## src/sv/mcsl_pkg.sv

```systemverilog
// ----------------------------------------------------------------------------
// mcsl_pkg
// Shared types, constants and mod-Q helpers for the masked S-box layer.
// ----------------------------------------------------------------------------
package mcsl_pkg;

    localparam int unsigned MODULUS    = 65537;
    localparam int unsigned FIELD_W    = 17;
    localparam int unsigned PROD_W     = 2 * FIELD_W - 1;
    localparam logic [FIELD_W:0] MOD_Q = (FIELD_W + 1)'(MODULUS);

    typedef logic [FIELD_W-1:0] t_elem;

    typedef struct packed {
        t_elem in_share0;
        t_elem in_share1;
        t_elem refresh_first;
        t_elem refresh_second;
        logic  first_coeff;
    } t_in_word;

    typedef struct packed {
        t_elem out_share0;
        t_elem out_share1;
    } t_out_word;

    typedef enum logic [2:0] {
        S_IDLE,
        S_SQ_MUL,
        S_SQ_END,
        S_CU_MUL,
        S_CU_END,
        S_DONE
    } t_state;

    // Product select: a0*b0, a0*b1, a1*b0, a1*b1
    typedef enum logic [1:0] {
        P_A0B0,
        P_A0B1,
        P_A1B0,
        P_A1B1
    } t_prod_sel;

    typedef struct packed {
        logic      load;      // latch a new input word
        logic      mul_en;    // issue one product
        t_prod_sel mul_sel;
        logic      mul_cube;  // B operand is the new square
        logic      acc_en;    // fold the registered product in
        logic      acc_c0;    // product belongs to share 0
        logic      sq_end;    // square done: hold it, reseed the accumulator
        logic      done;      // write the result word, commit the square
        logic      out_cube;  // result from the accumulator
    } t_dp_cmd;

    typedef struct packed {
        logic out_free;
    } t_dp_status;

    // Reduce a value below 2*Q.
    function automatic t_elem mod_fold(input logic [FIELD_W:0] x);
        logic [FIELD_W:0] d;
        d = x - MOD_Q;
        mod_fold = (x >= MOD_Q) ? d[FIELD_W-1:0] : x[FIELD_W-1:0];
    endfunction

    function automatic t_elem mod_add(input t_elem a, input t_elem b);
        mod_add = mod_fold({1'b0, a} + {1'b0, b});
    endfunction

    function automatic t_elem mod_neg(input t_elem r);
        logic [FIELD_W:0] d;
        d = MOD_Q - {1'b0, r};
        mod_neg = (r == '0) ? '0 : d[FIELD_W-1:0];
    endfunction

    // Q = 2^16 + 1: x = hi*2^16 + lo is congruent to lo - hi.
    function automatic t_elem mod_prod(input logic [PROD_W-1:0] p);
        logic [FIELD_W:0] hi;
        logic [FIELD_W:0] lo;
        logic [FIELD_W:0] d;
        hi = {1'b0, p[PROD_W-1:FIELD_W-1]};
        lo = {2'b00, p[FIELD_W-2:0]};
        d  = (lo >= hi) ? (lo - hi) : (lo + MOD_Q - hi);
        mod_prod = d[FIELD_W-1:0];
    endfunction

endpackage

```

## src/sv/masked_cipher_sbox_layer.sv

```systemverilog
// ----------------------------------------------------------------------------
// masked_cipher_sbox_layer
// Two-share masked S-box layer mod 65537 (Feistel square-add or cube).
// ----------------------------------------------------------------------------
// Schedule: one 17x17 multiplier issues 4 products in Feistel mode and 8 in
//   cube mode; a new word is accepted only in idle, once the previous result
//   word has been written to the output register, which lets the next word
//   enter while the result waits for the receiver.
// Reset: synchronous active-low clears the sequencer, the mode (Feistel), the
//   stored previous square and the output valid.
// ----------------------------------------------------------------------------
module masked_cipher_sbox_layer (
    input  logic                i_clk,
    input  logic                i_rst_n,
    // input words
    input  logic                i_in_valid,
    output logic                o_in_ready,
    input  mcsl_pkg::t_in_word  i_in_word,
    // result words
    output logic                o_out_valid,
    input  logic                i_out_ready,
    output mcsl_pkg::t_out_word o_out_word,
    // mode register: 0 Feistel square-add, 1 cube
    input  logic                i_cfg_valid,
    output logic                o_cfg_ready,
    input  logic                i_cfg_data
);
    import mcsl_pkg::*;

    t_dp_cmd    cmd;
    t_dp_status status;

    // Sequencer: load, four square products, optional four cube products,
    // then write the result word and commit the new square.
    mcsl_ctrl u_ctrl (
        .i_clk       (i_clk),
        .i_rst_n     (i_rst_n),
        .i_in_valid  (i_in_valid),
        .o_in_ready  (o_in_ready),
        .i_cfg_valid (i_cfg_valid),
        .o_cfg_ready (o_cfg_ready),
        .i_cfg_data  (i_cfg_data),
        .i_status    (status),
        .o_cmd       (cmd)
    );

    // Datapath: registered multiply, then fold-and-accumulate mod Q in the
    // next cycle; the square is kept for the next coefficient.
    mcsl_dp u_dp (
        .i_clk       (i_clk),
        .i_rst_n     (i_rst_n),
        .i_in_word   (i_in_word),
        .i_cmd       (cmd),
        .o_status    (status),
        .o_out_valid (o_out_valid),
        .i_out_ready (i_out_ready),
        .o_out_word  (o_out_word)
    );

endmodule

```

## src/sv/mcsl_ctrl.sv

```systemverilog
// ----------------------------------------------------------------------------
// mcsl_ctrl
// Sequencer for the shared multiplier: square, optional cube, result write.
// ----------------------------------------------------------------------------
module mcsl_ctrl (
    input  logic                i_clk,
    input  logic                i_rst_n,
    input  logic                i_in_valid,
    output logic                o_in_ready,
    input  logic                i_cfg_valid,
    output logic                o_cfg_ready,
    input  logic                i_cfg_data,
    input  mcsl_pkg::t_dp_status i_status,
    output mcsl_pkg::t_dp_cmd   o_cmd
);
    import mcsl_pkg::*;

    t_state     r_state, n_state;
    logic [1:0] r_cnt, n_cnt;
    logic       r_mode;

    assign o_cfg_ready = 1'b1;

    always_ff @(posedge i_clk) begin
        if (!i_rst_n) begin
            r_state <= S_IDLE;
            r_cnt   <= '0;
            r_mode  <= 1'b0;
        end else begin
            r_state <= n_state;
            r_cnt   <= n_cnt;
            if (i_cfg_valid) begin
                r_mode <= i_cfg_data;
            end
        end
    end

    always_comb begin
        n_state    = r_state;
        n_cnt      = r_cnt;
        o_in_ready = 1'b0;
        o_cmd      = '0;
        o_cmd.mul_sel = t_prod_sel'(r_cnt);
        case (r_state)
            S_IDLE: begin
                o_in_ready = 1'b1;
                if (i_in_valid) begin
                    o_cmd.load = 1'b1;
                    n_cnt      = '0;
                    n_state    = S_SQ_MUL;
                end
            end
            S_SQ_MUL, S_CU_MUL: begin
                o_cmd.mul_en   = 1'b1;
                o_cmd.mul_cube = (r_state == S_CU_MUL);
                // product issued last cycle lands now
                o_cmd.acc_en   = (r_cnt != 2'd0);
                o_cmd.acc_c0   = (r_cnt == 2'd1);
                n_cnt          = r_cnt + 2'd1;
                if (r_cnt == 2'd3) begin
                    n_state = (r_state == S_CU_MUL) ? S_CU_END : S_SQ_END;
                end
            end
            S_SQ_END: begin
                o_cmd.acc_en = 1'b1;
                o_cmd.sq_end = 1'b1;
                n_cnt        = '0;
                n_state      = r_mode ? S_CU_MUL : S_DONE;
            end
            S_CU_END: begin
                o_cmd.acc_en = 1'b1;
                n_state      = S_DONE;
            end
            S_DONE: begin
                // hold until the output register can take the word
                if (i_status.out_free) begin
                    o_cmd.done     = 1'b1;
                    o_cmd.out_cube = r_mode;
                    n_state        = S_IDLE;
                end
            end
            default: begin
                n_state = S_IDLE;
            end
        endcase
    end

endmodule

```

## src/sv/mcsl_dp.sv

```systemverilog
// ----------------------------------------------------------------------------
// mcsl_dp
// Operand registers, shared 17x17 multiplier, mod-Q accumulators, output word.
// ----------------------------------------------------------------------------
module mcsl_dp (
    input  logic                 i_clk,
    input  logic                 i_rst_n,
    input  mcsl_pkg::t_in_word   i_in_word,
    input  mcsl_pkg::t_dp_cmd    i_cmd,
    output mcsl_pkg::t_dp_status o_status,
    output logic                 o_out_valid,
    input  logic                 i_out_ready,
    output mcsl_pkg::t_out_word  o_out_word
);
    import mcsl_pkg::*;

    t_elem             r_a0, r_a1, r_r2;
    logic              r_first;
    t_elem             r_acc0, r_acc1, n_acc0, n_acc1;
    t_elem             r_sq0, r_sq1;
    t_elem             r_prev0, r_prev1;
    logic [PROD_W-1:0] r_prod;
    t_out_word         r_out;
    logic              r_out_valid;

    t_elem             op_a, op_b, b0, b1, red, in_r1;
    logic [PROD_W-1:0] full_prod;

    assign in_r1 = mod_fold({1'b0, i_in_word.refresh_first});

    assign b0 = i_cmd.mul_cube ? r_sq0 : r_a0;
    assign b1 = i_cmd.mul_cube ? r_sq1 : r_a1;

    always_comb begin
        case (i_cmd.mul_sel)
            P_A0B0:  begin op_a = r_a0; op_b = b0; end
            P_A0B1:  begin op_a = r_a0; op_b = b1; end
            P_A1B0:  begin op_a = r_a1; op_b = b0; end
            P_A1B1:  begin op_a = r_a1; op_b = b1; end
            default: begin op_a = r_a0; op_b = b0; end
        endcase
    end

    // both operands are below Q, so the product fits in PROD_W bits
    assign full_prod = PROD_W'(op_a) * PROD_W'(op_b);
    assign red       = mod_prod(r_prod);

    always_comb begin
        n_acc0 = r_acc0;
        n_acc1 = r_acc1;
        if (i_cmd.acc_en) begin
            if (i_cmd.acc_c0) begin
                n_acc0 = mod_add(r_acc0, red);
            end else begin
                n_acc1 = mod_add(r_acc1, red);
            end
        end
    end

    assign o_status.out_free = !r_out_valid || i_out_ready;
    assign o_out_valid       = r_out_valid;
    assign o_out_word        = r_out;

    always_ff @(posedge i_clk) begin
        if (i_cmd.load) begin
            r_a0    <= mod_fold({1'b0, i_in_word.in_share0});
            r_a1    <= mod_fold({1'b0, i_in_word.in_share1});
            r_r2    <= mod_fold({1'b0, i_in_word.refresh_second});
            r_first <= i_in_word.first_coeff;
            r_acc0  <= mod_neg(in_r1);
            r_acc1  <= in_r1;
        end else if (i_cmd.sq_end) begin
            r_sq0  <= n_acc0;
            r_sq1  <= n_acc1;
            r_acc0 <= mod_neg(r_r2);
            r_acc1 <= r_r2;
        end else begin
            r_acc0 <= n_acc0;
            r_acc1 <= n_acc1;
        end
        if (i_cmd.mul_en) begin
            r_prod <= full_prod;
        end
        if (i_cmd.done) begin
            if (i_cmd.out_cube) begin
                r_out.out_share0 <= r_acc0;
                r_out.out_share1 <= r_acc1;
            end else if (r_first) begin
                r_out.out_share0 <= r_a0;
                r_out.out_share1 <= r_a1;
            end else begin
                r_out.out_share0 <= mod_add(r_a0, r_prev0);
                r_out.out_share1 <= mod_add(r_a1, r_prev1);
            end
        end
    end

    always_ff @(posedge i_clk) begin
        if (!i_rst_n) begin
            r_prev0     <= '0;
            r_prev1     <= '0;
            r_out_valid <= 1'b0;
        end else begin
            if (i_cmd.done) begin
                r_prev0     <= r_sq0;
                r_prev1     <= r_sq1;
                r_out_valid <= 1'b1;
            end else if (i_out_ready) begin
                r_out_valid <= 1'b0;
            end
        end
    end

endmodule
```

## config.mk

```make
export PLATFORM = sky130hd
export DESIGN_NAME = masked_cipher_sbox_layer
export DESIGN_NICKNAME = d
export VERILOG_FILES = /design/src/sv/mcsl_pkg.sv /design/src/sv/masked_cipher_sbox_layer.sv /design/src/sv/mcsl_ctrl.sv /design/src/sv/mcsl_dp.sv
export SDC_FILE = /design/constraint.sdc
export NUM_CORES = 2
export LEC_CHECK = 0
export BUFFER_PORTS_ARGS = -buffer_cell sky130_fd_sc_hd__buf_2
export CORE_ASPECT_RATIO = 0.7
export CORE_UTILIZATION = 50
export CTS_CLUSTER_SIZE = 40
export DETAILED_ROUTE_END_ITERATION = 8
export GPL_TIMING_DRIVEN = 0
export PLACE_DENSITY = 0.77
export RECOVER_POWER = 50
export SLEW_MARGIN = 40
export SYNTH_ARGS = -nofsm -noshare
export SYNTH_HDL_FRONTEND = slang
export SYNTH_SLANG_ARGS = --single-unit
```

## constraint.sdc

```tcl
create_clock -name i_clk -period 9.3 [get_ports i_clk]
set_input_delay 0.465 -clock i_clk [delete_from_list [all_inputs] [get_ports i_clk]]
set_output_delay 0.465 -clock i_clk [all_outputs]
set_load 0.05 [all_outputs]
```

; Yosys cells after proc, flatten, opt, wreduce, memory -nomap -nowiden
; Cells that the tools add are included.
[word_totals]
register_bits = 228
in_bits = 75
out_inout_bits = 37
wordCells = 120
[op_classes]
add_sub_neg = 18
mul = 1
magnitude_cmp = 9
n_eq_ne = 11
muxes = 45
bitwise_logic = 1
reduce_logical = 18
[op_table]
columns = op, count
row1 = $mux W17, 21
row2 = $sub A17 B17 Y17 const B, 8
row3 = $add A17 B17 Y18, 4
row4 = $ge A18 B17 Y1 const B, 4
row5 = $ge A17 B17 Y1 const B, 4
row6 = $mux W34, 2
row7 = $pmux W17 S2, 2
row8 = $logic_not A17 Y1, 2
row9 = $sub A17 B17 Y17 const A, 2
row10 = $mul A17 B17 Y33, 1
row11 = $add A16 B17 Y17 const B, 1
row12 = $ge A16 B17 Y1, 1
row13 = $sub A16 B17 Y17, 1
row14 = $sub A17 B17 Y17, 1
row15 = $mux W3, 5
row16 = $pmux W3 S5, 1
row17 = $reduce_or A2 Y1, 6
row18 = $mux W1, 9
row19 = $eq A3 B2 Y1 const B, 2
row20 = $eq A3 B3 Y1 const B, 2
row21 = $mux W2, 3
row22 = $pmux W2 S3, 1
row23 = $eq A2 B2 Y1 const B, 2
row24 = $ne A2 B2 Y1 const B, 2
row25 = other kinds (14), 16

; Depth between registers and ports, before layout
[logic_depth]
word_depth = 10
depth_mapped = 32

; Hierarchy
; From an unflattened synthesis, not the netlist that was laid out.
[unflattened]
cells_unflattened = 3129
area_unflattened_um2 = 27843.0
[modules_own_cells]
columns = mod, n_inst, cells_per_inst, area_each_um2
row1 = mcsl_dp, 1, 3076, 27408.8
row2 = mcsl_ctrl, 1, 53, 434.2

; Worst setup path before layout
; No wires, ideal clock.
[synth_path]
path_kind = register -> register
from = register u_ctrl.r_state[0]
to = register u_dp.r_prod[32], data pin
t_arrival_ns = 8.173
required_ns = 9.034
slack_ns = 0.860
path_stages_with_launch = 31
cell_sequence = dfxtp_1 > nand2b_1 > inv_1 > nand2_1 > clkbuf_1 > nand2_1 > nand2_1 > o21ai_1 > clkbuf_1 > nor2_1 > fa_1 > fa_1 > inv_1 > fa_1 > inv_1 > fa_1 > fa_1 > inv_1 > fa_1 > inv_1 > ha_1 > nand4_1 > inv_1 > a211oi_1 > a21bo_2 > a311o_1 > a221oi_1 > o21ai_0 > o31ai_1 > mux2i_1 > nand4_1
[synth_between]
elab_chain_len = 6
[synth_lines]
columns = element, line_no
row1 = from (decl), mcsl_ctrl.sv:18  ; t_state r_state, n_state;
row2 = from (signal assigned), mcsl_ctrl.sv:30  ; r_state <= n_state;
row3 = $eq A3 B1 Y1 / $eq A3 B2 Y1 (equally long branches), "mcsl_ctrl.sv:44, mcsl_ctrl.sv:55"
row4 = $reduce_or A2 Y1, mcsl_ctrl.sv:44  ; case (r_state)
row5 = $mux W1 (*), mcsl_ctrl.sv:44
row6 = $mux W17 (on tied branches), "mcsl_dp.sv:32, mcsl_dp.sv:31"
row7 = $pmux W17 S2 (*), mcsl_dp.sv:35  ; case (i_cmd.mul_sel)
row8 = $mul A17 B17 Y33 (*), mcsl_dp.sv:45  ; assign full_prod = PROD_W'(op_a) * PROD_W'(op_b);
row9 = named net u_dp.full_prod[32], mcsl_dp.sv:27  ; logic [PROD_W-1:0] full_prod;
row10 = to (signal assigned), mcsl_dp.sv:82  ; r_prod <= full_prod;
row11 = to (decl), mcsl_dp.sv:22  ; logic [PROD_W-1:0] r_prod;
; The timed path passes the listed nets; every way through them passes the cells marked *.
; A chain may end at the register's enable or synchronous reset.

; Worst setup path in the final report
[layout_path]
from = register u_ctrl.r_cnt[0]
to = register u_dp.r_prod[32], data pin
[layout_between]
elab_chain_len = 4
[layout_lines]
columns = element, line_no
row1 = from (decl), mcsl_ctrl.sv:19  ; logic [1:0] r_cnt, n_cnt;
row2 = from (signal assigned), mcsl_ctrl.sv:31  ; r_cnt <= n_cnt;
row3 = $eq A2 B2 Y1 (tied with other cells), mcsl_dp.sv:35
row4 = $reduce_or A2 Y1 (no source line), -
row5 = $pmux W17 S2, mcsl_dp.sv:35
row6 = $mul A17 B17 Y33 (*), mcsl_dp.sv:45
row7 = named net u_dp.full_prod[32], mcsl_dp.sv:27
; Marked as above.

==> metrics <==
Post-DRT Antenna Nets=0; gpl congestion=approximately 1.1; TritonCTS clock tree=done; Worst EP required=9.58 ns; sequential fraction of the synthesis area=0.220; PortBufs=~110; Longest Clk Path Bufs=3; wire per inst=approximately 21 µm; cts bufs inserted=24; layout cells sized above 1=0.0639; Starting Density=0.511; Synth area leaders=fa_1, edfxtp_1, ha_1; Post-route DRC=0; Max-slew headroom=-0.407; GRT Residual Overflow=0; Clock transition at path regs=approximately 0.060 ns; RSZ-0062 raised after global routing=true; Min Hold Slack=0.0946 ns; final hold vios=0; die span in y=199 µm; fill count=between 4000 and 5000; clock latency on the worst-skew pair=between 0.5 and 0.6 ns; post-DP HPWL=between 70 and 80 mm; Routed met2 length=between 30 and 40 mm; Non-Filler Instances=4051; Final period util=0.959; final instance area=0.0301 mm²; core area=between 0.05 and 0.06 mm²; Max Cap Violations=2; EDFF count, synth=153; All-Layer GR Usage=0.311; met3 routed WL=roughly 13 mm; count leader, synth=nand2_1; post-layout util=0.555; area leader, netlist=fa_1; Mapped Area=0.0277 mm²; Crit Path Max Fanout=10; H-tree levels=1; Critical Path Slowest Stage Cell=mux2i_2; post-synth top area share=0.175; die area=between 0.05 and 0.06 mm²; Starting DRT DRC Count=a little over 3000; Max Slew Vio Count=88; placed insts=4010; #FFs+latches synth=between 200 and 250; Syn Area/Cell=roughly 8.7 µm²; first-pass GRT wire length=around 130 mm; failing checks=max-capacitance violations, max-slew violations; Metal-1 WL=38.0 mm; worst endpoint data arrival time=slightly above 9 ns; slowest stage delay, CP=0.63 ns; Unique masters post-synth=96; synth warn=0; vias in the first global route=22700; CTS root buf=clkbuf_16; largest net degree at the start of global routing=between 40 and 50; R2R depth=28; hold crit path type=input pin to flop; nets=approximately 3800; hold path cells=1; Post-synth top cells=nand2_1, inv_1, fa_1; via count=roughly 24000; # setup viols final=0; placed cell areas=slightly below 0.03 mm²; WL final=87.0 mm; FP Rows=71; Die Wd=between 200 and 300 µm; flop2flop setup slack=0.38 ns; status=complete, but fails checks; Worst setup EP type=flop; Vias/cell=between 5 and 6; Top Metal Used=met4; min Tclk post-route=slightly below 9 ns; initial antenna violation count=3; Startpoint Class=flop; Top FF cell, synth=edfxtp_1; CP dominant cell by count=fa_1; syn nets=about 3700; Least-Margin Pin Slew=around 2.1 ns; FMAX=about 110 MHz; synthesized instance count=roughly 3200; clk sinks=~230; first drt pass iteration count=6; Top Ports=between 100 and 150; area growth from synthesis to layout=8.59%; Setup Crit Path Kind=flop to flop; Post-synth ARST share=0; Max Clock Skew=roughly 0.02 ns
## cells by family (layout without fill, tap and decap cells)
kind of cell	Yosys count	count (layout)	synth area share
AOI/OAI and AO/OA	605	605	0.147
muxes	82	82	0.0339
buffers and inverters	508	652	0.0695
adders and majority gates	470	470	0.278
other	1	6	0.000135
DFF	228	228	0.220
xor gates and xnor gates	242	242	0.0765
and+or+nand+nor	1036	1036	0.175
## layout by cell type (no fill, tap or decap), types with 21 or more instances in the layout
cell type and n:
nand3_1 58, dfxtp_1 75, a21o_1 36, edfxtp_1 153
a31oi_1 23, xnor2_1 147, mux2i_1 40, nor2_1 212
nand2_1 427, ha_1 228, a21oi_1 132, fa_1 242
clkbuf_16 24, and2_1 38, inv_1 394, clkbuf_1 123
nor4_1 33, xor2_1 95, nor3_1 71, buf_2 72
and3_1 38, a211oi_1 28, o21ai_0 121, o21a_1 23
a21boi_0 43, nand2b_1 34, mux2_2 21, o211ai_1 22
## worst paths after layout
kind                      to             from
max reg2reg  u_dp.r_prod[32]  u_ctrl.r_cnt[0]
max          u_dp.r_prod[32]  u_ctrl.r_cnt[0]
min reg2reg  u_dp.r_prev1[2]  u_dp.r_prev1[2]
min             u_dp.r_first     i_in_word[0]
## what timing repair did
| action | CTS | global route |
|---|---|---|
| endpoints found under the setup margin | 5 | 25 |
| hold buffers | 0 | 0 |
| resized for setup | 7 | 36 |
| buffers inserted | 0 | 2 |
| gates cloned | 0 | 0 |
## layer usage
layer  vias up  track usage
li1      11100            -
met1     11400        0.460
met2      1514        0.414
met3       201        0.111
met4         0        0.101
met5         -            0
## critical path: cells and delay by family, from the launching register on
| family | cells | cell delay, ns |
|---|---|---|
| simple gates | 4 | 0.73 |
| buf+inv | 6 | 0.73 |
| flops | 1 | 0.40 |
| mux | 2 | 0.86 |
| compound gates | 8 | 2.23 |
| fa+ha+maj | 8 | 3.66 |
## registers in the layout (all words and copies together) (netlist names)
name              count
u_ctrl.r_mode         1
u_dp.o_out_valid      1
u_dp.r_prev1         17
u_dp.r_a0            17
u_ctrl.r_cnt          2
u_dp.r_acc1          17
u_dp.r_prev0         17
u_dp.r_prod          33
u_dp.r_sq1           17
u_dp.o_out_word      34
u_dp.r_sq0           17
u_dp.r_r2            17
u_ctrl.r_state        3
u_dp.r_a1            17
u_dp.r_first          1
u_dp.r_acc0          17
## stage by stage
stage	setup TNS, ns	setup slack (ns)
2_1_floorplan	0	0.860
3_3_place_gp	-8.23	-1.20
3_5_place_dp	-0.667	-0.408
4_1_cts	0	0.0486
5_1_grt	-0.0248	-0.0248
6_report	0	0.383
## final cells by class
class	instances	area (µm²)	share of cell area
diodes	5	12.5	0.000416
repair buffers	110	537	0.0178
flip-flops and latches	228	6100	0.203
multi-input cells	2436	19800	0.659
plain buffers	102	422	0.0140
well taps	730	913	0.0304
clock inverters	16	184	0.00611
inverters	396	1490	0.0494
clock buffers	28	616	0.0205
Power is left out: the tool's default activity adds up to more than one toggle a clock period on the data nets, which glitch-free logic cannot reach.
